### src/rtl/bimaxwellian_density_eval_top_assert.svh
// ----------------------------------------------------------------------------
// Bi-Maxwellian evaluator assertion macros
// Shared wrappers for the concurrent checks placed at the end of the top level.
// ----------------------------------------------------------------------------
`ifndef BIMAXWELLIAN_DENSITY_EVAL_TOP_ASSERT_SVH
`define BIMAXWELLIAN_DENSITY_EVAL_TOP_ASSERT_SVH

// Same-cycle implication, switched off while reset is asserted.
`define BDE_ASSERT_IMP(lbl, ante, cons) \
    lbl: assert property (@(posedge i_clk) disable iff (!i_rst_n) (ante) |-> (cons)) \
        else $error("bde: check failed");

// Next-cycle implication, live during reset as well.
`define BDE_ASSERT_NEXT(lbl, ante, cons) \
    lbl: assert property (@(posedge i_clk) (ante) |=> (cons)) \
        else $error("bde: check failed");

`endif

### src/rtl/bde_pkg.sv
// ----------------------------------------------------------------------------
// Bi-Maxwellian evaluator package
// Beat types, pipeline depths and fixed-point constants shared by all modules.
// ----------------------------------------------------------------------------
package bde_pkg;

    typedef struct packed {
        logic signed [31:0] density;
        logic signed [31:0] temp_par;
        logic signed [31:0] temp_perp;
        logic signed [31:0] vel_par;
        logic signed [31:0] vel_perp_a;
        logic signed [31:0] vel_perp_b;
        logic signed [31:0] drift_par;
        logic signed [31:0] drift_perp_a;
        logic signed [31:0] drift_perp_b;
    } t_in_item;

    typedef struct packed {
        logic [31:0] value;
        logic        nonphysical;
    } t_out_item;

    // Classified beat held in the queue between front and back.
    typedef struct packed {
        t_in_item   item;
        logic       nonphys;
        logic [1:0] vdim;
    } t_work;

    typedef struct packed {
        logic vld;
        logic nonphys;
        logic [1:0] vdim;
    } t_side;

    typedef struct packed {
        logic full;
        logic empty;
    } t_q_status;

    localparam int LOG_W = 29;
    typedef struct packed {
        logic [LOG_W-1:0] ln;
        logic [LOG_W-1:0] lt;
        logic [LOG_W-1:0] lp;
    } t_logs;

    // Register map
    localparam logic REG_VEL_DIMS = 1'b0;

    // Queue between front and back
    localparam int QUEUE_DEPTH = 4;
    localparam int QPTR_W      = 2;

    // Pipeline structure
    localparam int DIV_QBITS  = 27;
    localparam int DIV_LAT    = DIV_QBITS + 2;
    localparam int FRAC_BITS  = 24;
    localparam int LOG_LAT    = FRAC_BITS + 1;
    localparam int X_TIER     = DIV_LAT + 1;
    localparam int Y_TIER     = X_TIER + 2;
    localparam int G_TIER     = Y_TIER + 1;
    localparam int EXP_TERMS  = 10;
    localparam int EXP_STAGES = 3 * EXP_TERMS;
    localparam int LAST_TIER  = G_TIER + EXP_STAGES;
    localparam int LOG_DLY    = X_TIER - LOG_LAT;

    // Fixed-point constants
    localparam logic [26:0] X_CAP     = 27'h400_0000;
    localparam logic [28:0] LOG2E_Q28 = 29'd387270501;
    localparam logic [29:0] LN2_Q30   = 30'd744261118;
    localparam logic [31:0] ONE_Q30   = 32'h4000_0000;
    localparam logic signed [35:0] Y_K  = 36'sd291059597;
    localparam logic signed [35:0] Y_K2 = Y_K * 2;
    localparam logic signed [35:0] Y_K3 = Y_K * 3;

    // floor(2^34 / k) for the Horner divisions
    localparam int RECIP_SHIFT = 34;
    localparam logic [34:0] EXP_RECIP [1:EXP_TERMS] = '{
        35'd17179869184, 35'd8589934592, 35'd5726623061, 35'd4294967296,
        35'd3435973836,  35'd2863311530, 35'd2454267026, 35'd2147483648,
        35'd1908874353,  35'd1717986918
    };

endpackage

### src/rtl/bde_queue.sv
// ----------------------------------------------------------------------------
// Bi-Maxwellian evaluator decoupling queue
// Small register FIFO that lets the front and back stall independently.
// ----------------------------------------------------------------------------
module bde_queue import bde_pkg::*; (
    input  logic      i_clk,
    input  logic      i_rst_n,
    input  logic      i_push,
    input  t_work     i_work,
    input  logic      i_pop,
    output t_work     o_work,
    output t_q_status o_stat
);

    t_work            r_mem [0:QUEUE_DEPTH-1];
    logic [QPTR_W-1:0] r_wr, r_rd;
    logic [QPTR_W:0]   r_cnt;

    assign o_stat.full  = (r_cnt == (QPTR_W+1)'(QUEUE_DEPTH));
    assign o_stat.empty = (r_cnt == '0);
    assign o_work       = r_mem[r_rd];

    always_ff @(posedge i_clk) begin
        if (!i_rst_n) begin
            r_wr  <= '0;
            r_rd  <= '0;
            r_cnt <= '0;
        end else begin
            if (i_push) begin
                r_wr <= r_wr + 1'b1;
            end
            if (i_pop) begin
                r_rd <= r_rd + 1'b1;
            end
            if (i_push && !i_pop) begin
                r_cnt <= r_cnt + 1'b1;
            end else if (i_pop && !i_push) begin
                r_cnt <= r_cnt - 1'b1;
            end
        end
    end

    always_ff @(posedge i_clk) begin
        if (i_push) begin
            r_mem[r_wr] <= i_work;
        end
    end

endmodule

### config.mk
export PLATFORM = sky130hd
export DESIGN_NAME = bde_queue
export DESIGN_NICKNAME = d
export VERILOG_FILES = /design/src/rtl/bimaxwellian_density_eval_top_assert.svh /design/src/rtl/bde_pkg.sv /design/src/rtl/bde_queue.sv
export SDC_FILE = /design/constraint.sdc
export NUM_CORES = 1
export LEC_CHECK = 0
export BUFFER_PORTS_ARGS = -buffer_cell sky130_fd_sc_hd__buf_4
export CAP_MARGIN = 30
export CORE_ASPECT_RATIO = 0.8
export CORE_MARGIN = 2
export CORE_UTILIZATION = 50
export DETAILED_ROUTE_END_ITERATION = 8
export PLACE_DENSITY = 0.71
export SYNTH_ARGS = -nofsm -noshare
export SYNTH_HDL_FRONTEND = slang
export SYNTH_SLANG_ARGS = --single-unit
### constraint.sdc
create_clock -name i_clk -period 9.9 [get_ports i_clk]
set_input_delay 0.495 -clock i_clk [delete_from_list [all_inputs] [get_ports i_clk]]
set_output_delay 0.495 -clock i_clk [all_outputs]
set_load 0.01 [all_outputs]
==> impl_metrics.yaml <==
worst_hold_path:
  hp-class: "in -> reg"
  hold_start: "i_work[194]"
  hold_depth: 1
cells_and_area:
  final_common_cell: "edfxtp_1"
  area_delta_synth_final_pct: 26.5
  final_util: 0.641
  fill_cells: 5453
  drive_above_1_share: 0.412
  fin_nets: 2784
  fin_cells: 3686
  final_cell_mix: "edfxtp_1, buf_4, mux4_2"
timing:
  max_freq_mhz: 257
  slew_viol_final: 0
  slew_headroom: 0.163
  setup_viol: 0
  fin_crit_ns: 3.90
  worst_pin_slew_ns: 1.26
  skew_ns: 0.0171
  hold_violations: 0
  timing.final.crit_share: 0.394
  fin_ws_ns: 6.00
  setup_tns_ns: 0
  rsz0062_at_grt: "false"
synth:
  synth_largest_area_cell: "edfxtp_1"
  synth_fp_nets: 1864
  yosys-top-cells-area: "edfxtp_1, mux4_2, buf_12"
  synthesis.area_sq_um: 42800
  ys_seq_area_frac: 0.822
  synth_top_cell_area_share: 0.817
  avgSynthCellArea_sq_um: 27.4
  ys_seq_elements: 1173
  netlist-cell-type-count: 21
  yosysWarnings: 0
  syn_inst: 1563
critical_path:
  end_kind: "output port"
  worst_ep_required_time_ns: 9.41
  cp_max_fo: 134
  cp-start-kind: "register"
  crit_arrival_ns: 3.40
  criticalPathCategory: "reg -> out"
  rr_worst_depth: 5
  rr_startpoint: "r_wr[0]"
global_routing:
  gr-total-overflow: 0
  grt_pass1_vias: 21500
  grtUsageTotal: 0.206
  grt_max_degree: 135
  antenna_found_initial: 10
  grt_pass1_wl_um: 134000
detailed_routing:
  ant_nets: 0
  drtIter0Drc: 1519
  via_per_inst: 5.47
  drt_first_pass_iters: 5
  vias: 20200
  wl_per_cell_um: 24.7
  post-route-drc-count: 0
  wirelength_um: 91100
place:
  gp_congestion: 0.793
  io_buffers: 587
  dp_slack_ns: 6.25
  place_inst: 3228
  post-dp-hpwl_um: 54600
clocking:
  cts_tree: "yes"
  cts_buffer_depth: 3
  htreeDepth: 3
  ctsResizeCount: 0
  cts_sinks: 1173
  post-cts-setup-buffers: 0
  clk_pin_slew_ns: 0.06
  cts_root_buf: "clkbuf_16"
  clkLatencyLatePin_ns: 0.66
  numCtsBuffers: 107
floorplan:
  die_area_sq_um: 87900
  rows: 95
  coreArea_sq_um: 84400
  io_pins: 588
  die_y_um: 266
  initial_core_util: 0.507
  die_w_um: 331
pwr:
  power.total_mw: 10.9
  leakage_nw: 18.2
  power_density_nw_per_um2: 202
  irDropWorstVdd_mv: 0.187
flow_run:
  max_cap_viol_count: 0
run_status:
  status: "completed"
-- synthesized netlist by cell type, drive strengths merged --
master	number
or3	1
nor3	1
ha	5
buf	62
mux2i	2
nand2	1
xnor2	2
o21ai	1
dfxtp	9
nor2b	2
fa	1
clkbuf	3
and2	9
xor2	3
nor3b	1
a21boi	1
mux4	291
edfxtp	1164
inv	4
-- logic make-up (layout without fill, tap and decap cells) --
| kind of cell | count (synthesis) | in the layout | share of synthesized area |
|---|---|---|---|
| buffers and inverters | 69 | 1067 | 0.0193 |
| multiplexers | 293 | 293 | 0.154 |
| flip-flops | 1173 | 1173 | 0.822 |
| XOR/XNOR | 5 | 5 | 0.00102 |
| adder cells (fa/ha/maj) | 6 | 6 | 0.00193 |
| AND/OR/NAND/NOR | 15 | 15 | 0.00214 |
| AO/OA/AOI/OAI | 2 | 2 | 0.000293 |
| other | 0 | 10 | 0 |
-- layer usage --
layer | wire length [um] | GRT usage
met1 | 34000 | 0.259
met5 | 38 | 0
met3 | 7180 | 0.0600
met2 | 47200 | 0.342
met4 | 2730 | 0.0730
-- state kept, by name (all words and copies together) (netlist names), named ones only --
signal and count:
r_wr 2, r_mem 1164, r_rd 2, r_cnt 3
-- path summary, 6_finish.rpt --
path                   endpoint  slack [ns]
hold reg to reg        r_cnt[2]        0.52
setup / recovery     o_work[28]        6.00
setup reg to reg   r_mem[2][37]        6.52
hold / removal    r_mem[3][194]        0.05
-- worst max-delay path: stages (launching register included) --
cell	delay (ns)
dfxtp_4	0.69
buf_12	0.40
buf_4	0.46
buf_16	0.32
mux4_2	0.41
buf_4	0.17
-- through the flow --
step,area (sq um),hold slack (ns)
2_1_floorplan,42800,0.472
4_1_cts,54000,0.00000283
3_5_place_dp,48100,0.528
5_1_grt,54100,0.00459
3_3_place_gp,48000,0.487
6_report,54100,0.0513
-- where the power goes --
group | internal, mW | leakage [nW] | total, mW | switching, mW
Clock | 2.18 | 1.59 | 3.88 | 1.70
Combinational | 0.660 | 5.86 | 1.28 | 0.622
Sequential | 5.71 | 10.8 | 5.78 | 0.0657
-- cell type report --
class	count	area (sq um)	area share
Antenna cell	10	25.0	0.000463
Timing Repair Buffer	876	7440	0.138
Inverter	4	15.0	0.000278
Tap cell	1115	1400	0.0258
Sequential cell	1173	35100	0.650
Multi-Input combinational cell	321	6810	0.126
Clock buffer	134	2800	0.0517
Clock inverter	53	475	0.00879
-- what timing repair did --
item | in CTS | in global routing
hold buffers | 258 | 0
endpoints found under the hold margin | 1008 | 0
setup endpoints to repair | 0 | 0
(Power assumes the default switching activity.)
