==> config.mk <==
export PLATFORM = sky130hd
export DESIGN_NAME = bde_front
export DESIGN_NICKNAME = d
export VERILOG_FILES = /design/src/rtl/bimaxwellian_density_eval_top_assert.svh /design/src/rtl/bde_pkg.sv /design/src/rtl/bde_front.sv
export SDC_FILE = /design/constraint.sdc
export NUM_CORES = 1
export LEC_CHECK = 0
export BUFFER_PORTS_ARGS = -buffer_cell sky130_fd_sc_hd__buf_4
export CORE_AREA = 2 2 232 234
export DETAILED_ROUTE_END_ITERATION = 10
export DIE_AREA = 0 0 234 236
export MAX_ROUTING_LAYER = met4
export PLACE_DENSITY_LB_ADDON = 0.3
export REMOVE_ABC_BUFFERS = 1
export SKIP_CTS_REPAIR_TIMING = 1
export SLEW_MARGIN = 0
export SYNTH_ARGS = -nofsm -noshare
export SYNTH_HDL_FRONTEND = slang
export SYNTH_SLANG_ARGS = --single-unit
==> constraint.sdc <==
create_clock -name i_clk -period 19 [get_ports i_clk]
set_clock_uncertainty 0.2 [all_clocks]
set_input_delay 2.85 -clock i_clk [delete_from_list [all_inputs] [get_ports i_clk]]
set_output_delay 2.85 -clock i_clk [all_outputs]
set_load 0.005 [all_outputs]
==> src/rtl/bimaxwellian_density_eval_top_assert.svh <==
// ----------------------------------------------------------------------------
// Bi-Maxwellian evaluator assertion macros
// Shared wrappers for the concurrent checks placed at the end of the top level.
// ----------------------------------------------------------------------------
`ifndef BIMAXWELLIAN_DENSITY_EVAL_TOP_ASSERT_SVH
`define BIMAXWELLIAN_DENSITY_EVAL_TOP_ASSERT_SVH

// Same-cycle implication, switched off while reset is asserted.
`define BDE_ASSERT_IMP(lbl, ante, cons) \
    lbl: assert property (@(posedge i_clk) disable iff (!i_rst_n) (ante) |-> (cons)) \
        else $error("bde: check failed");

// Next-cycle implication, live during reset as well.
`define BDE_ASSERT_NEXT(lbl, ante, cons) \
    lbl: assert property (@(posedge i_clk) (ante) |=> (cons)) \
        else $error("bde: check failed");

`endif

==> src/rtl/bde_pkg.sv <==
// ----------------------------------------------------------------------------
// Bi-Maxwellian evaluator package
// Beat types, pipeline depths and fixed-point constants shared by all modules.
// ----------------------------------------------------------------------------
package bde_pkg;

    typedef struct packed {
        logic signed [31:0] density;
        logic signed [31:0] temp_par;
        logic signed [31:0] temp_perp;
        logic signed [31:0] vel_par;
        logic signed [31:0] vel_perp_a;
        logic signed [31:0] vel_perp_b;
        logic signed [31:0] drift_par;
        logic signed [31:0] drift_perp_a;
        logic signed [31:0] drift_perp_b;
    } t_in_item;

    typedef struct packed {
        logic [31:0] value;
        logic        nonphysical;
    } t_out_item;

    // Classified beat held in the queue between front and back.
    typedef struct packed {
        t_in_item   item;
        logic       nonphys;
        logic [1:0] vdim;
    } t_work;

    typedef struct packed {
        logic vld;
        logic nonphys;
        logic [1:0] vdim;
    } t_side;

    typedef struct packed {
        logic full;
        logic empty;
    } t_q_status;

    localparam int LOG_W = 29;
    typedef struct packed {
        logic [LOG_W-1:0] ln;
        logic [LOG_W-1:0] lt;
        logic [LOG_W-1:0] lp;
    } t_logs;

    // Register map
    localparam logic REG_VEL_DIMS = 1'b0;

    // Queue between front and back
    localparam int QUEUE_DEPTH = 4;
    localparam int QPTR_W      = 2;

    // Pipeline structure
    localparam int DIV_QBITS  = 27;
    localparam int DIV_LAT    = DIV_QBITS + 2;
    localparam int FRAC_BITS  = 24;
    localparam int LOG_LAT    = FRAC_BITS + 1;
    localparam int X_TIER     = DIV_LAT + 1;
    localparam int Y_TIER     = X_TIER + 2;
    localparam int G_TIER     = Y_TIER + 1;
    localparam int EXP_TERMS  = 10;
    localparam int EXP_STAGES = 3 * EXP_TERMS;
    localparam int LAST_TIER  = G_TIER + EXP_STAGES;
    localparam int LOG_DLY    = X_TIER - LOG_LAT;

    // Fixed-point constants
    localparam logic [26:0] X_CAP     = 27'h400_0000;
    localparam logic [28:0] LOG2E_Q28 = 29'd387270501;
    localparam logic [29:0] LN2_Q30   = 30'd744261118;
    localparam logic [31:0] ONE_Q30   = 32'h4000_0000;
    localparam logic signed [35:0] Y_K  = 36'sd291059597;
    localparam logic signed [35:0] Y_K2 = Y_K * 2;
    localparam logic signed [35:0] Y_K3 = Y_K * 3;

    // floor(2^34 / k) for the Horner divisions
    localparam int RECIP_SHIFT = 34;
    localparam logic [34:0] EXP_RECIP [1:EXP_TERMS] = '{
        35'd17179869184, 35'd8589934592, 35'd5726623061, 35'd4294967296,
        35'd3435973836,  35'd2863311530, 35'd2454267026, 35'd2147483648,
        35'd1908874353,  35'd1717986918
    };

endpackage

==> src/rtl/bde_front.sv <==
// ----------------------------------------------------------------------------
// Bi-Maxwellian evaluator front end
// Registers each input beat, flags non-positive moments and resolves the
// dimension count before handing the beat to the queue.
// ----------------------------------------------------------------------------
module bde_front import bde_pkg::*; #(
    parameter int MAX_VEL_DIMS = 3
) (
    input  logic      i_clk,
    input  logic      i_rst_n,
    input  logic      i_push,
    output logic      o_full,
    input  t_in_item  i_item,
    input  logic [1:0] i_vel_dims,
    input  t_q_status i_q_stat,
    output logic      o_q_push,
    output t_work     o_work
);

    localparam logic [1:0] MAXV = 2'(MAX_VEL_DIMS);

    logic  r_vld, n_vld;
    t_work r_work, n_work;
    logic  accept;

    assign o_full   = r_vld && i_q_stat.full;
    assign accept   = i_push && !o_full;
    assign o_q_push = r_vld && !i_q_stat.full;
    assign o_work   = r_work;

    always_comb begin
        n_vld        = accept || (r_vld && i_q_stat.full);
        n_work.item  = i_item;
        n_work.nonphys = ($signed(i_item.density) <= 0) || ($signed(i_item.temp_par) <= 0)
                      || ($signed(i_item.temp_perp) <= 0);
        if (i_vel_dims == 2'd0) begin
            n_work.vdim = 2'd1;
        end else if (i_vel_dims > MAXV) begin
            n_work.vdim = MAXV;
        end else begin
            n_work.vdim = i_vel_dims;
        end
    end

    always_ff @(posedge i_clk) begin
        if (!i_rst_n) begin
            r_vld <= 1'b0;
        end else begin
            r_vld <= n_vld;
        end
    end

    always_ff @(posedge i_clk) begin
        if (accept) begin
            r_work <= n_work;
        end
    end

endmodule

==> results.md, run 1 <==
- The number of levels in the clock H-tree is 1.
- Of all nets on the critical path, the largest fanout is 3.
- The first detailed-routing pass ran for 4 iterations.
- Timing would allow up to 157.2 MHz.
- Entering global routing, the biggest net connects 82 pins.
- At the pin with the least slew margin, the transition time is roughly 1.1 ns.
- For the worst setup path, the data required time is ~16 ns.
- The number of antenna violations at the first check in global routing is 3.
- The worst setup path is launched from a primary input.
- The overflow left after global routing is 0.
- The congestion estimate from routability-driven global placement came to 0.7722.
- The layer carrying the most global-route usage is met2.
- For this design the ratio of total power to cell area is 95.85 nW/um^2.
- The routed length per placed instance is 16.38 um.
- The worst-case clock buffer depth is 3.
- The critical path capture point type is an output pin.
- The source of the worst hold timing path is r_vld.
- Global routing consumed, on the met1 layer, about 9.8% of the routing resources.
- The placed instances occupy a cell area of 14320 um^2.
- Relative to the synthesized area, the layout overhead comes to 69.37%.
- The static power due to leakage is around 6.2 nW.
- The first global-routing pass estimated 37350 um of wire.
- The library cells used most frequently in the layout, excluding fill and tap cells, are sky130_fd_sc_hd__buf_4, sky130_fd_sc_hd__edfxtp_1, sky130_fd_sc_hd__clkbuf_16, sky130_fd_sc_hd__nor4_1, sky130_fd_sc_hd__clkbuf_1.
- The final design area excluding fillers is 15260 um^2.
- The signal on the critical path passes through buf_4 > and2_1 > buf_4.
- The number of setup violations in the final report is 0.
- The origin of the critical flop-to-flop path is r_vld.
- Subtracting the final worst setup slack from the clock period gives 6.361 ns.
- The final count of pins violating max slew is 0.
- The all-layer global routing usage is 9.417%.
- The number of max-capacitance violations reported is 0.
- The area taken by multi-input logic gates is 256.5 um^2.
- The instance count of the mapped netlist is 333.
- The number of hold violations in the final report is 0.
- The global-route met2 utilization is 16.55%.
- The post-synthesis sequential area ratio is 97.20%.
- In this run the vertical extent of the chip is 236 um.
- During placement, the flow inserted port buffers numbering just under 600.
- Setup repair after global routing left no endpoint under its margin.
- The flow ran to the end, and the final reports show no timing, DRC or antenna violations.
- After floorplanning, the core was sized to cover 53070 um^2.
- In the finished design, the share of the clock period the worst path needs comes to 33.48%.
- The worst-case reg-to-reg path depth is 4.
- The floorplan die area is 55220 um^2.
- The number of stages on the worst hold path is 2.
- The count of yosys warnings during synthesis is 0.
- The via density per instance is 3.473.
- The buffer cell driving the clock tree root is sky130_fd_sc_hd__clkbuf_16.
- The register-to-register setup slack is 16.07 ns.
- Headroom to the max-slew limit came out at 26.23%.
- The total power after layout is roughly 0.0015 W.
- Cells with a size suffix above 1 make up approximately 64% of the layout.
- After synthesis the cells add up to 9011 um^2.
- Counting the fill cells in the layout gives 5390.
- At the later pin of the worst-skew pair, clock insertion delay measures 0.56 ns.
- The count of nets after finishing is 1250.
- The buffers plus inverters on the worst setup path is 2.
- The final wirelength is 27480 um.
- The initial core utilization is 16.98%.
- Clock-pin slew was measured on the worst setup and hold paths at 0.06 ns.
- The area taken by flip-flops and latches is between 8000 and 9000 um^2.
- The library cell used most frequently in the layout, excluding fill and tap cells, is sky130_fd_sc_hd__buf_4.
- Measured along the x axis, the die boundary spans around 230 um.
- The longest individual stage delay on the worst path is 0.20 ns.
- Among the stages of the critical path, the cell type that occurs most often is sky130_fd_sc_hd__buf_4.
- The peak supply drop is 0.06453 mV.
- The number of design-rule violations left by the first detailed-router iteration is 272.
- The endpoint identified for the worst register-to-register timing path is o_work[189].
- The endpoint of the worst hold path is r_vld.
- The via count is 5827.
- The worst setup path is of the in -> out kind.
- The number of library cell types mapped by synthesis is 13.
- The detailed placer's ending HPWL is around 21000 um.
- The final-layout worst hold slack is 0.4936 ns.
- The residual antenna-violating net count after detailed routing is 0.
- The number of rows created at floorplan is 85.
- The TritonCTS clock tree is done.
- The number of buffers added by the clock tree synthesis step is 31.
- For this run, the share of the core covered by cells in the final layout is 28.76%.
- The via count of the first global-routing pass came to 5971.
- The class of the tightest hold or removal check is reg -> reg.
- The number of flip-flops and latches in the synthesized netlist is 292.
- The number of primary I/O pins is approximately 590.
- On the critical path the largest part of the delay comes from buffers and inverters.
- The critical path arrival is 3.31 ns.
- The critical path starts at i_q_stat[1].
- The clock drives 292 sinks.
- The global-route met3 utilization is between 3 and 4%.
- The cell type of the slowest stage on the worst timing path is sky130_fd_sc_hd__and2_1.
- The synthesized area per cell is 27.06 um^2.
- After routing, the total negative slack on setup checks comes to 0 ns.
- The final routed DRC violation total is 0.
cells by family after synthesis:
| logic type | count (synthesis) | share of synthesized area (%) |
|---|---|---|
| DFF | 292 | 97.20 |
| and+or+nand+nor | 38 | 2.624 |
| buffers and inverters | 1 | 0.04162 |
| AOI/OAI and AO/OA | 2 | 0.1388 |
registers in the layout (all words and copies together), names as in the netlist:
name,flops
o_work,291
r_vld,1
tightest hold or removal path, stage by stage, from the launching register on:
cell	delay (ns)
sky130_fd_sc_hd__dfxtp_1	0.32
sky130_fd_sc_hd__and2_1	0.22
sky130_fd_sc_hd__o21a_1	0.13
metrics by stage:
step / std cells / setup WS [ns]
global route: 1678 / 12.62
detailed placement: 1618 / 12.64
CTS: 1676 / 12.64
global placement: 1618 / 12.65
floorplan: 332 / 1.953
finish: 1678 / 12.64
power breakdown:
| part | switching [W] | internal, W |
|---|---|---|
| registers | 0.00000990 | 0.000755 |
| logic | 0.0000517 | 0.0000795 |
| clock network | 0.000240 | 0.000327 |
| total | 0.000301 | 0.00116 |
synthesized netlist by cell type (all sizes together):
cell type	number	share of area, %
edfxtp	291	97
nor2	2	0.083
o21a	1	0.083
clkbuf	1	0.042
nand2b	1	0.069
and2	1	0.069
or3	1	0.069
nor4	24	1.7
o21ai	1	0.055
nand4	6	0.42
dfxtp	1	0.22
nor2b	2	0.14
nor3	1	0.11
worst max path at each step:
stage / end / cells past startpoint
3_3_place_gp: o_full / 3
5_1_grt: o_full / 3
2_1_floorplan: o_work[0] / 2
3_5_place_dp: o_full / 3
4_1_cts: o_full / 3
6_report: o_full / 3
routing by layer:
metal | share of wire, % | routed length, um
met1 | 35 | 9743
met2 | 51 | 14130
met3 | 11 | 2979
met4 | 2.3 | 634
met5 | 0 | 0
area by class of cell:
cell class	count	area share, %
sequential	292	57.39
multi-input combinational	40	1.681
timing repair buffer	590	29.02
antenna	2	0.03279
tap	696	5.706
clock inverter	14	0.7706
clock buffer	44	5.403
No activity file was read; power rests on OpenSTA's default activity.
==> inputs of run 2 (changes only) <==
ABC_AREA = 1   (was not set)
clock period = 5.1 ns   (was 19 ns; I/O delays follow)
==> results.md, run 2 <==
- Outcome: finished clean (unchanged).
- The area taken by multi-input logic gates is 396.6 um^2 (was 256.5 um^2).
- The internal power summed over all cells is 0.004465 W (was 0.001162 W).
- The source of the worst hold timing path is i_item[17] (was r_vld).
- The overflow left after global routing came to 0 (unchanged).
- The switching portion of total power is 21.62% (was 20.59%).
- The count of nets after finishing is 1320 (was 1250).
- The number of setup violations in the final report is 0 (unchanged).
- The total iterations of the first detailed-routing run is 4 (unchanged).
- The cell with the most instances after synthesis is sky130_fd_sc_hd__edfxtp_1 (unchanged).
- The clock latency at the later pin of the worst-skew pair was 0.52 ns (was 0.56 ns).
- The cell type of the slowest stage on the worst timing path is sky130_fd_sc_hd__buf_4 (was sky130_fd_sc_hd__and2_1).
- The count of yosys warnings during synthesis is 0 (unchanged).
- The area growth from synthesis to layout is 70.01% (was 69.37%).
- The buffers plus inverters on the worst setup path was 3 (was 2).
- The buffer cell driving the clock tree root is sky130_fd_sc_hd__clkbuf_16 (unchanged).
- The final count of pins violating max slew was 0 (unchanged).
- The reg-to-reg endpoint is o_work[75] (was o_work[189]).
- The number of enable-type register cells in the synthesized netlist is 291 (unchanged).
- The initial core utilization came to 17.27% (was 16.98%).
- The number of flip-flops and latches in the synthesized netlist is 292 (unchanged).
- The net switching power of the design is 0.001232 W (was 0.0003012 W).
- The via count of the first global-routing pass was 6362 (was 5971).
- The number of buffers added by the clock tree synthesis step is 35 (was 31).
- The detailed placer's ending HPWL is 25250 um (was 21400 um).
- The peak supply drop is 0.3091 mV (was 0.06453 mV).
- The fraction of met1 tracks used by global routing is 10.74% (was 9.783%).
- The number of hold violations in the final report is 0 (unchanged).
- The origin of the critical flop-to-flop path is r_vld (unchanged).
- The worst max-slew margin expressed relative to the limit is 52.68% (was 26.23%).
- The family of cells with the greatest summed delay on the critical path is buffers and inverters (unchanged).
- The total power after layout is 0.005697 W (was 0.001463 W).
- The synthesized area per cell is 22.97 um^2 (was 27.06 um^2).
- The final weighted congestion in routability-driven placement came to 0.7983 (was 0.7722).
- The layer carrying the most global-route usage is met2 (unchanged).
- The clock sink total is 292 (unchanged).
- The number of fill cells was 5415 (was 5390).
- The post-synthesis sequential area ratio came to 95.55% (was 97.20%).
- Setup repair after global routing missed its margin: false (unchanged).
- The global-route met2 utilization is 20.01% (was 16.55%).
- Leading post-synthesis cells by cell area: sky130_fd_sc_hd__edfxtp_1, sky130_fd_sc_hd__nor2_1, sky130_fd_sc_hd__nand2_1, sky130_fd_sc_hd__dfxtp_1, sky130_fd_sc_hd__inv_1 (was sky130_fd_sc_hd__edfxtp_1, sky130_fd_sc_hd__nor4_1, sky130_fd_sc_hd__nand4_1, sky130_fd_sc_hd__dfxtp_1, sky130_fd_sc_hd__nor2b_1).
- The via count is 6100 (was 5827).
- The most common library cell in the layout ignoring fill and taps is sky130_fd_sc_hd__buf_4 (unchanged).
- The post-synthesis instance area is 9166 um^2 (was 9011 um^2).
- The floorplan die area came to 55220 um^2 (unchanged).
- The shortest period the worst path allows is 2.136 ns.
- The worst-case clock buffer depth is 3 (unchanged).
- Most numerous cell types in the synthesized netlist: sky130_fd_sc_hd__edfxtp_1, sky130_fd_sc_hd__nor2_1, sky130_fd_sc_hd__nand2_1 (was sky130_fd_sc_hd__edfxtp_1, sky130_fd_sc_hd__nor4_1, sky130_fd_sc_hd__nand4_1).
- The worst-case reg-to-reg path depth was 4 (unchanged).
- The maximum clock frequency is 468.1 MHz.
- The instance count of the mapped netlist is 399 (was 333).
- The area taken by flip-flops and latches is 8758 um^2 (unchanged).
- The number of buffer cells added on primary ports is 586 (unchanged).
- The global-route wire length before repair is 42840 um (was 37350 um).
- The sequential group share of total power was 50.1% (was 52.3%).
- The worst path required time is 4.14 ns (was 15.95 ns).
- The maximum fanout encountered on the critical timing path came to 2 (was 3).
- The flip-flop count of the largest register, all copies and words added came to 291 (unchanged).
- The setup TNS after final layout is 0 ns (unchanged).
- The top cell type's share of synthesized area was 95.33% (was 96.97%).
- The clock transition at the registers of the reported paths is 0.06 ns (about the same).
- The cell occurring most often along the worst timing path is sky130_fd_sc_hd__buf_4 (unchanged).
- The endpoint of the worst hold path is o_work[20] (was r_vld).
- The final routed DRC violation total is 0 (unchanged).
- The critical path arrival was 1.17 ns (was 3.31 ns).
- The critical path capture point type is an output pin (unchanged).
- The all-layer global routing usage was 11.29% (was 9.417%).
- The number of primary I/O pins came to 588 (unchanged).
- The x dimension of the die is 234 um (unchanged).
- The static power due to leakage came to 6.340 nW (was 6.153 nW).
- The combinational share of power was 8.9% (was 9.0%).
- The register-to-register setup slack was 3.06 ns (was 16.07 ns).
- The via density per instance is 3.490 (was 3.473).
- The number of max-capacitance violations reported is 0 (unchanged).
- The number of stages on the worst hold path is 1 (was 2).
- The global-route met3 utilization is 5.102% (was 3.603%).
- The TritonCTS clock tree is done (unchanged).
- Commonest cells after routing, fill and taps aside: sky130_fd_sc_hd__buf_4, sky130_fd_sc_hd__edfxtp_1, sky130_fd_sc_hd__nor2_1, sky130_fd_sc_hd__clkbuf_16, sky130_fd_sc_hd__nand2_1 (was sky130_fd_sc_hd__buf_4, sky130_fd_sc_hd__edfxtp_1, sky130_fd_sc_hd__clkbuf_16, sky130_fd_sc_hd__nor4_1, sky130_fd_sc_hd__clkbuf_1).
- The number of design-rule violations left by the first detailed-router iteration is 252 (was 272).
- The share of post-route cells with drive strength above 1 is 61.07% (was 64.49%).
- The longest individual stage delay on the worst path is 0.15 ns (was 0.20 ns).
- The library cell occupying the most area in the post-synthesis netlist is sky130_fd_sc_hd__edfxtp_1 (unchanged).
- The number of rows created at floorplan is 85 (unchanged).
- The final critical-path share of the clock period is 41.89%.
- The dominant register cell in the synthesized netlist was sky130_fd_sc_hd__edfxtp_1 (unchanged).
- The transition time at the pin with the least slew margin came to 0.7097 ns (was 1.107 ns).
- The power per cell area came to 365.6 nW/um^2 (was 95.85 nW/um^2).
- The number of levels in the clock H-tree is 2 (was 1).
- The startpoint class of the critical path was a primary input (unchanged).
- The routed length per placed instance was 18.35 um (was 16.38 um).
- The final wirelength is 32070 um (was 27480 um).
- The class of the tightest hold or removal check is in -> reg (was reg -> reg).
- The placeable core region is 53070 um^2 (unchanged).
- The async set-reset flop share out of synthesis is 0% (unchanged).
- Cell Chain, Critical Path: buf_4 > nand2_1 > inv_1 > buf_4 (was buf_4 > and2_1 > buf_4).
- The share of total power in the clock network is 41.0% (was 38.7%).
- The worst setup path category is in -> out (unchanged).
- The vertical die dimension is 236 um (unchanged).
- The maximum number of pins on one net before global-route repair is 112 (was 82).
- The number of library cell types mapped by synthesis is 8 (was 13).
- The number of antenna violations at the first check in global routing is 5 (was 3).
- The residual antenna-violating net count after detailed routing came to 0 (unchanged).
[run 2: changes by cell type in the layout (fill, tap and decap cells not counted), sizes merged, moves of 2 or more]
cell      before  now
clkinvlp       0    3
nand4          6    0
nor4          24    0
nand2          0   33
nor2           2   67
diode          2    4
inv            1    5
nor2b          2    0
[run 2: worst max path at each step]
stage,from,cells after the start,slack [ns],end
CTS,o_work[282],1,2.92,o_work[282]
floorplan,i_q_stat[1],3,-9.07,o_work[0]
finish,i_q_stat[1],4,2.96,o_full
global route,r_vld,3,2.90,o_full
detailed placement,i_q_stat[1],5,2.49,o_work[76]
global placement,i_q_stat[1],5,2.49,o_work[76]
[run 2: through the flow]
stage | cell area, um^2 | instances | utilization [%] | setup WS, ns | hold slack [ns]
global placement | 14510 | 1684 | 27.34 | 2.491 | 0.2798
detailed placement | 14510 | 1684 | 27.34 | 2.487 | 0.2871
global route | 15580 | 1748 | 29.36 | 2.896 | 0.1551
finish | 15580 | 1748 | 29.36 | 2.964 | 0.1952
floorplan | 9163 | 398 | - | -9.067 | 0.2629
CTS | 15570 | 1744 | 29.35 | 2.922 | 0.1386
[run 2: metal layers]
layer	wire, um	up-vias
met5	0	-
met4	737	0
met3	3850	51
met2	16730	346
met1	10760	2919
li1	-	2784
[run 2: final cells by class]
class / instances / area share, %
diodes: 4 / 0.06423
well taps: 696 / 5.588
clock inverters: 17 / 0.8912
flip-flops and latches: 292 / 56.20
clock buffers: 43 / 5.949
multi-input cells: 102 / 2.545
repair buffers: 590 / 28.66
inverters: 4 / 0.09635
[run 2: kinds of logic (layout without fill, tap and decap cells)]
family                 after synthesis  after routing  share of synthesized area [%]
AOI/OAI and AO/OA                    1              1                        0.08193
buffers and inverters                5            654                         0.2047
DFF                                292            292                          95.55
other                                0              4                              0
and+or+nand+nor                    101            101                          4.163
[run 2: power by group through the flow]
stage	clock, W	combinational, W	sequential [W]
floorplan	0	0.0000538	0.00297
global placement	0	0.000518	0.00290
detailed placement	0	0.000522	0.00290
CTS	0.00246	0.000523	0.00286
global route	0.00253	0.000551	0.00286
finish	0.00233	0.000509	0.00285
==> inputs of run 3 (changes only) <==
CORE_AREA = 2 2 227 229   (was 2 2 232 234)
DIE_AREA = 0 0 229 231   (was 0 0 234 236)
clock period = 2 ns   (was 5.1 ns; I/O delays follow)
==> results.md, run 3 (same netlist as run 2, synthesis figures left out) <==
- The routed length per placed instance is 16.85 um (was 18.35 um).
- The number of buffers added by the clock tree synthesis step is 31 (was 35).
- The number of setup violations in the final report is 0 (unchanged).
- The cell type of the slowest stage on the worst timing path was sky130_fd_sc_hd__dfxtp_1 (was sky130_fd_sc_hd__buf_4).
- The number of rows created at floorplan is 83 (was 85).
- The worst setup path category is reg -> out (was in -> out).
- The switching portion of total power was 21.02% (was 21.62%).
- The count of nets after finishing is 1620 (was 1320).
- The clock transition at the registers of the reported paths is 0.06 ns (about the same).
- The power per cell area is 783.0 nW/um^2 (was 365.6 nW/um^2).
- The origin of the critical flop-to-flop path is r_vld (unchanged).
- The total iterations of the first detailed-routing run came to 7 (was 4).
- The placed cell count came to 1680 (was 1684).
- The startpoint class of the critical path is a flip-flop (was primary input).
- The worst path required time is 1.50 ns (was 4.14 ns).
- The setup TNS after final layout is 0 ns (unchanged).
- The final routed DRC violation total is 0 (unchanged).
- The non-filler instance count after layout is 2027 (was 1748).
- The reg-to-reg endpoint is o_work[80] (was o_work[75]).
- The buffer cell driving the clock tree root was sky130_fd_sc_hd__clkbuf_16 (unchanged).
- The most common library cell in the layout ignoring fill and taps is sky130_fd_sc_hd__buf_4 (unchanged).
- The internal power summed over all cells was 0.01143 W (was 0.004465 W).
- The cell area after placement came to 14640 um^2 (was 14510 um^2).
- The critical path depth in cells is 3 (was 4).
- The critical path capture point type is an output pin (unchanged).
- The critical path arrival is 1.28 ns (was 1.17 ns).
- The overflow left after global routing was 0 (unchanged).
- Cell Chain, Critical Path: inv_1 > nor2_1 > buf_4 (was buf_4 > nand2_1 > inv_1 > buf_4).
- The register-to-register setup slack is 0.38 ns (was 3.06 ns).
- The final design area excluding fillers came to 18490 um^2 (was 15580 um^2).
- The maximum fanout encountered on the critical timing path was 2 (unchanged).
- The class of the tightest hold or removal check was in -> reg (unchanged).
- The post-layout utilization of the core is 36.48% (was 29.36%).
- The global-route wire length before repair is 43220 um (was 42840 um).
- The number of levels in the clock H-tree came to 1 (was 2).
- The area growth from synthesis to layout is 101.7% (was 70.01%).
- The via count came to 7235 (was 6100).
- The all-layer global routing usage is 11.47% (was 11.29%).
- The final weighted congestion in routability-driven placement is 0.8461 (was 0.7983).
- The worst max-slew margin expressed relative to the limit is 76.78% (was 52.68%).
- The maximum clock frequency is 562.2 MHz.
- The residual antenna-violating net count after detailed routing is 0 (unchanged).
- The longest individual stage delay on the worst path is 0.35 ns (was 0.15 ns).
- The placeable core region is 50680 um^2 (was 53070 um^2).
- The source of the worst hold timing path is i_push (was i_item[17]).
- The share of total power in the clock network came to 37.0% (was 41.0%).
- Commonest cells after routing, fill and taps aside: sky130_fd_sc_hd__buf_4, sky130_fd_sc_hd__dlygate4sd3_1, sky130_fd_sc_hd__edfxtp_1, sky130_fd_sc_hd__nor2_1, sky130_fd_sc_hd__nand2_1 (was sky130_fd_sc_hd__buf_4, sky130_fd_sc_hd__edfxtp_1, sky130_fd_sc_hd__nor2_1, sky130_fd_sc_hd__clkbuf_16, sky130_fd_sc_hd__nand2_1).
- The family of cells with the greatest summed delay on the critical path is flip-flops (was buffers and inverters).
- The net switching power of the design came to 0.003043 W (was 0.001232 W).
- The TritonCTS clock tree is done (unchanged).
- The capture point of the critical path is o_q_push (was o_full).
- The number of design-rule violations left by the first detailed-router iteration is 240 (was 252).
- The floorplan die area is 52900 um^2 (was 55220 um^2).
- The number of buffer cells added on primary ports is 586 (unchanged).
- The clock sink total is 292 (unchanged).
- The combinational share of power is 12.8% (was 8.9%).
- The static power due to leakage was 7.573 nW (was 6.340 nW).
- The share of post-route cells with drive strength above 1 was 47.55% (was 61.07%).
- The number of antenna violations at the first check in global routing is 1 (was 5).
- The via count of the first global-routing pass was 6492 (was 6362).
- The final count of pins violating max slew was 0 (unchanged).
- Setup repair after global routing missed its margin: false (unchanged).
- The flip-flop count of the largest register, all copies and words added is 291 (unchanged).
- The clock latency at the later pin of the worst-skew pair is 0.56 ns (was 0.52 ns).
- The x dimension of the die was 229 um (was 234 um).
- The first element of the critical path is r_vld (was i_q_stat[1]).
- The shortest period the worst path allows is 1.779 ns.
- The number of primary I/O pins was 588 (unchanged).
- The total power after layout came to 0.01448 W (was 0.005697 W).
- The via density per instance is 3.569 (was 3.490).
- The initial core utilization is 18.09% (was 17.27%).
- The detailed placer's ending HPWL was 25360 um (was 25250 um).
- The final critical-path share of the clock period is roughly nine tenths.
- The buffers plus inverters on the worst setup path came to 2 (was 3).
- The worst-case reg-to-reg path depth is 5 (was 4).
- The transition time at the pin with the least slew margin is 0.3470 ns (was 0.7097 ns).
- The number of hold violations in the final report is 0 (unchanged).
- The peak supply drop is 0.5782 mV (was 0.3091 mV).
- The worst-case clock buffer depth was 3 (unchanged).
- The number of max-capacitance violations reported is 0 (unchanged).
- The final wirelength is 34160 um (was 32070 um).
- The sequential group share of total power is 50.2% (was 50.1%).
- Outcome: finished clean (unchanged).
- The vertical die dimension came to 231 um (was 236 um).
- The maximum number of pins on one net before global-route repair is 53 (was 112).
-- run 3: changes by cell type in the layout (fill, tap and decap cells not counted) --
cell                            before  now
sky130_fd_sc_hd__buf_12              3    8
sky130_fd_sc_hd__buf_4             587  594
sky130_fd_sc_hd__bufinv_16           1    2
sky130_fd_sc_hd__clkbuf_1            7   12
sky130_fd_sc_hd__clkbuf_16          36   31
sky130_fd_sc_hd__clkinv_1            4    5
sky130_fd_sc_hd__clkinv_2            4    3
sky130_fd_sc_hd__clkinv_4            3    0
sky130_fd_sc_hd__clkinv_8            1    0
sky130_fd_sc_hd__clkinvlp_4          3    1
sky130_fd_sc_hd__diode_2             4    1
sky130_fd_sc_hd__dlygate4sd3_1       0  292
sky130_fd_sc_hd__inv_6               1    0
-- run 3: worst reg2reg max path: stages (launching register included) --
cell	delay, ns
sky130_fd_sc_hd__dfxtp_1	0.32
sky130_fd_sc_hd__nand2_1	0.07
sky130_fd_sc_hd__inv_1	0.08
sky130_fd_sc_hd__nor2_4	0.12
sky130_fd_sc_hd__buf_4	0.18
sky130_fd_sc_hd__buf_12	0.27
-- run 3: worst min path at each step --
| stage | to | slack, ns | cells after the start |
|---|---|---|---|
| floorplan | o_work[100] | 0.20 | 0 |
| global placement | o_work[149] | 0.28 | 1 |
| detailed placement | o_work[67] | 0.28 | 1 |
| CTS | o_work[129] | -0.34 | 1 |
| global route | o_work[2] | 0.15 | 4 |
| finish | o_work[2] | 0.16 | 4 |
-- run 3: power by group through the flow --
stage	registers [W]	logic, W	clock network (W)
floorplan	0.00759	0.000137	0
global placement	0.00739	0.00138	0
detailed placement	0.00740	0.00138	0
CTS	0.00727	0.00139	0.00555
global route	0.00730	0.00198	0.00576
finish	0.00727	0.00185	0.00535
-- run 3: cell type report --
class,count,area [um^2]
Timing Repair Buffer,894,7542
Antenna cell,1,2.502
Multi-Input combinational cell,102,396.6
Inverter,4,15.01
Fill cell,4790,32190
Clock inverter,11,101.3
Clock buffer,43,820.8
Tap cell,680,850.8
Sequential cell,292,8758
-- run 3: metal layers --
layer / routed length, um / GRT usage [%] / part of all wire [%] / vias up
li1: - / - / - / 3378
met3: 2680 / 4.249 / 7.8 / 49
met4: 654 / 3.125 / 1.9 / 0
met5: 0 / - / 0 / -
met1: 13040 / 12.36 / 38 / 3443
met2: 17780 / 19.82 / 52 / 365
-- run 3: metrics by stage --
stage | hold slack [ns] | setup slack (ns)
2_1_floorplan | 0.1989 | -11.70
3_3_place_gp | 0.2783 | 0.2696
3_5_place_dp | 0.2793 | 0.2660
4_1_cts | -0.3418 | 0.2342
5_1_grt | 0.1469 | 0.1541
6_report | 0.1608 | 0.2214
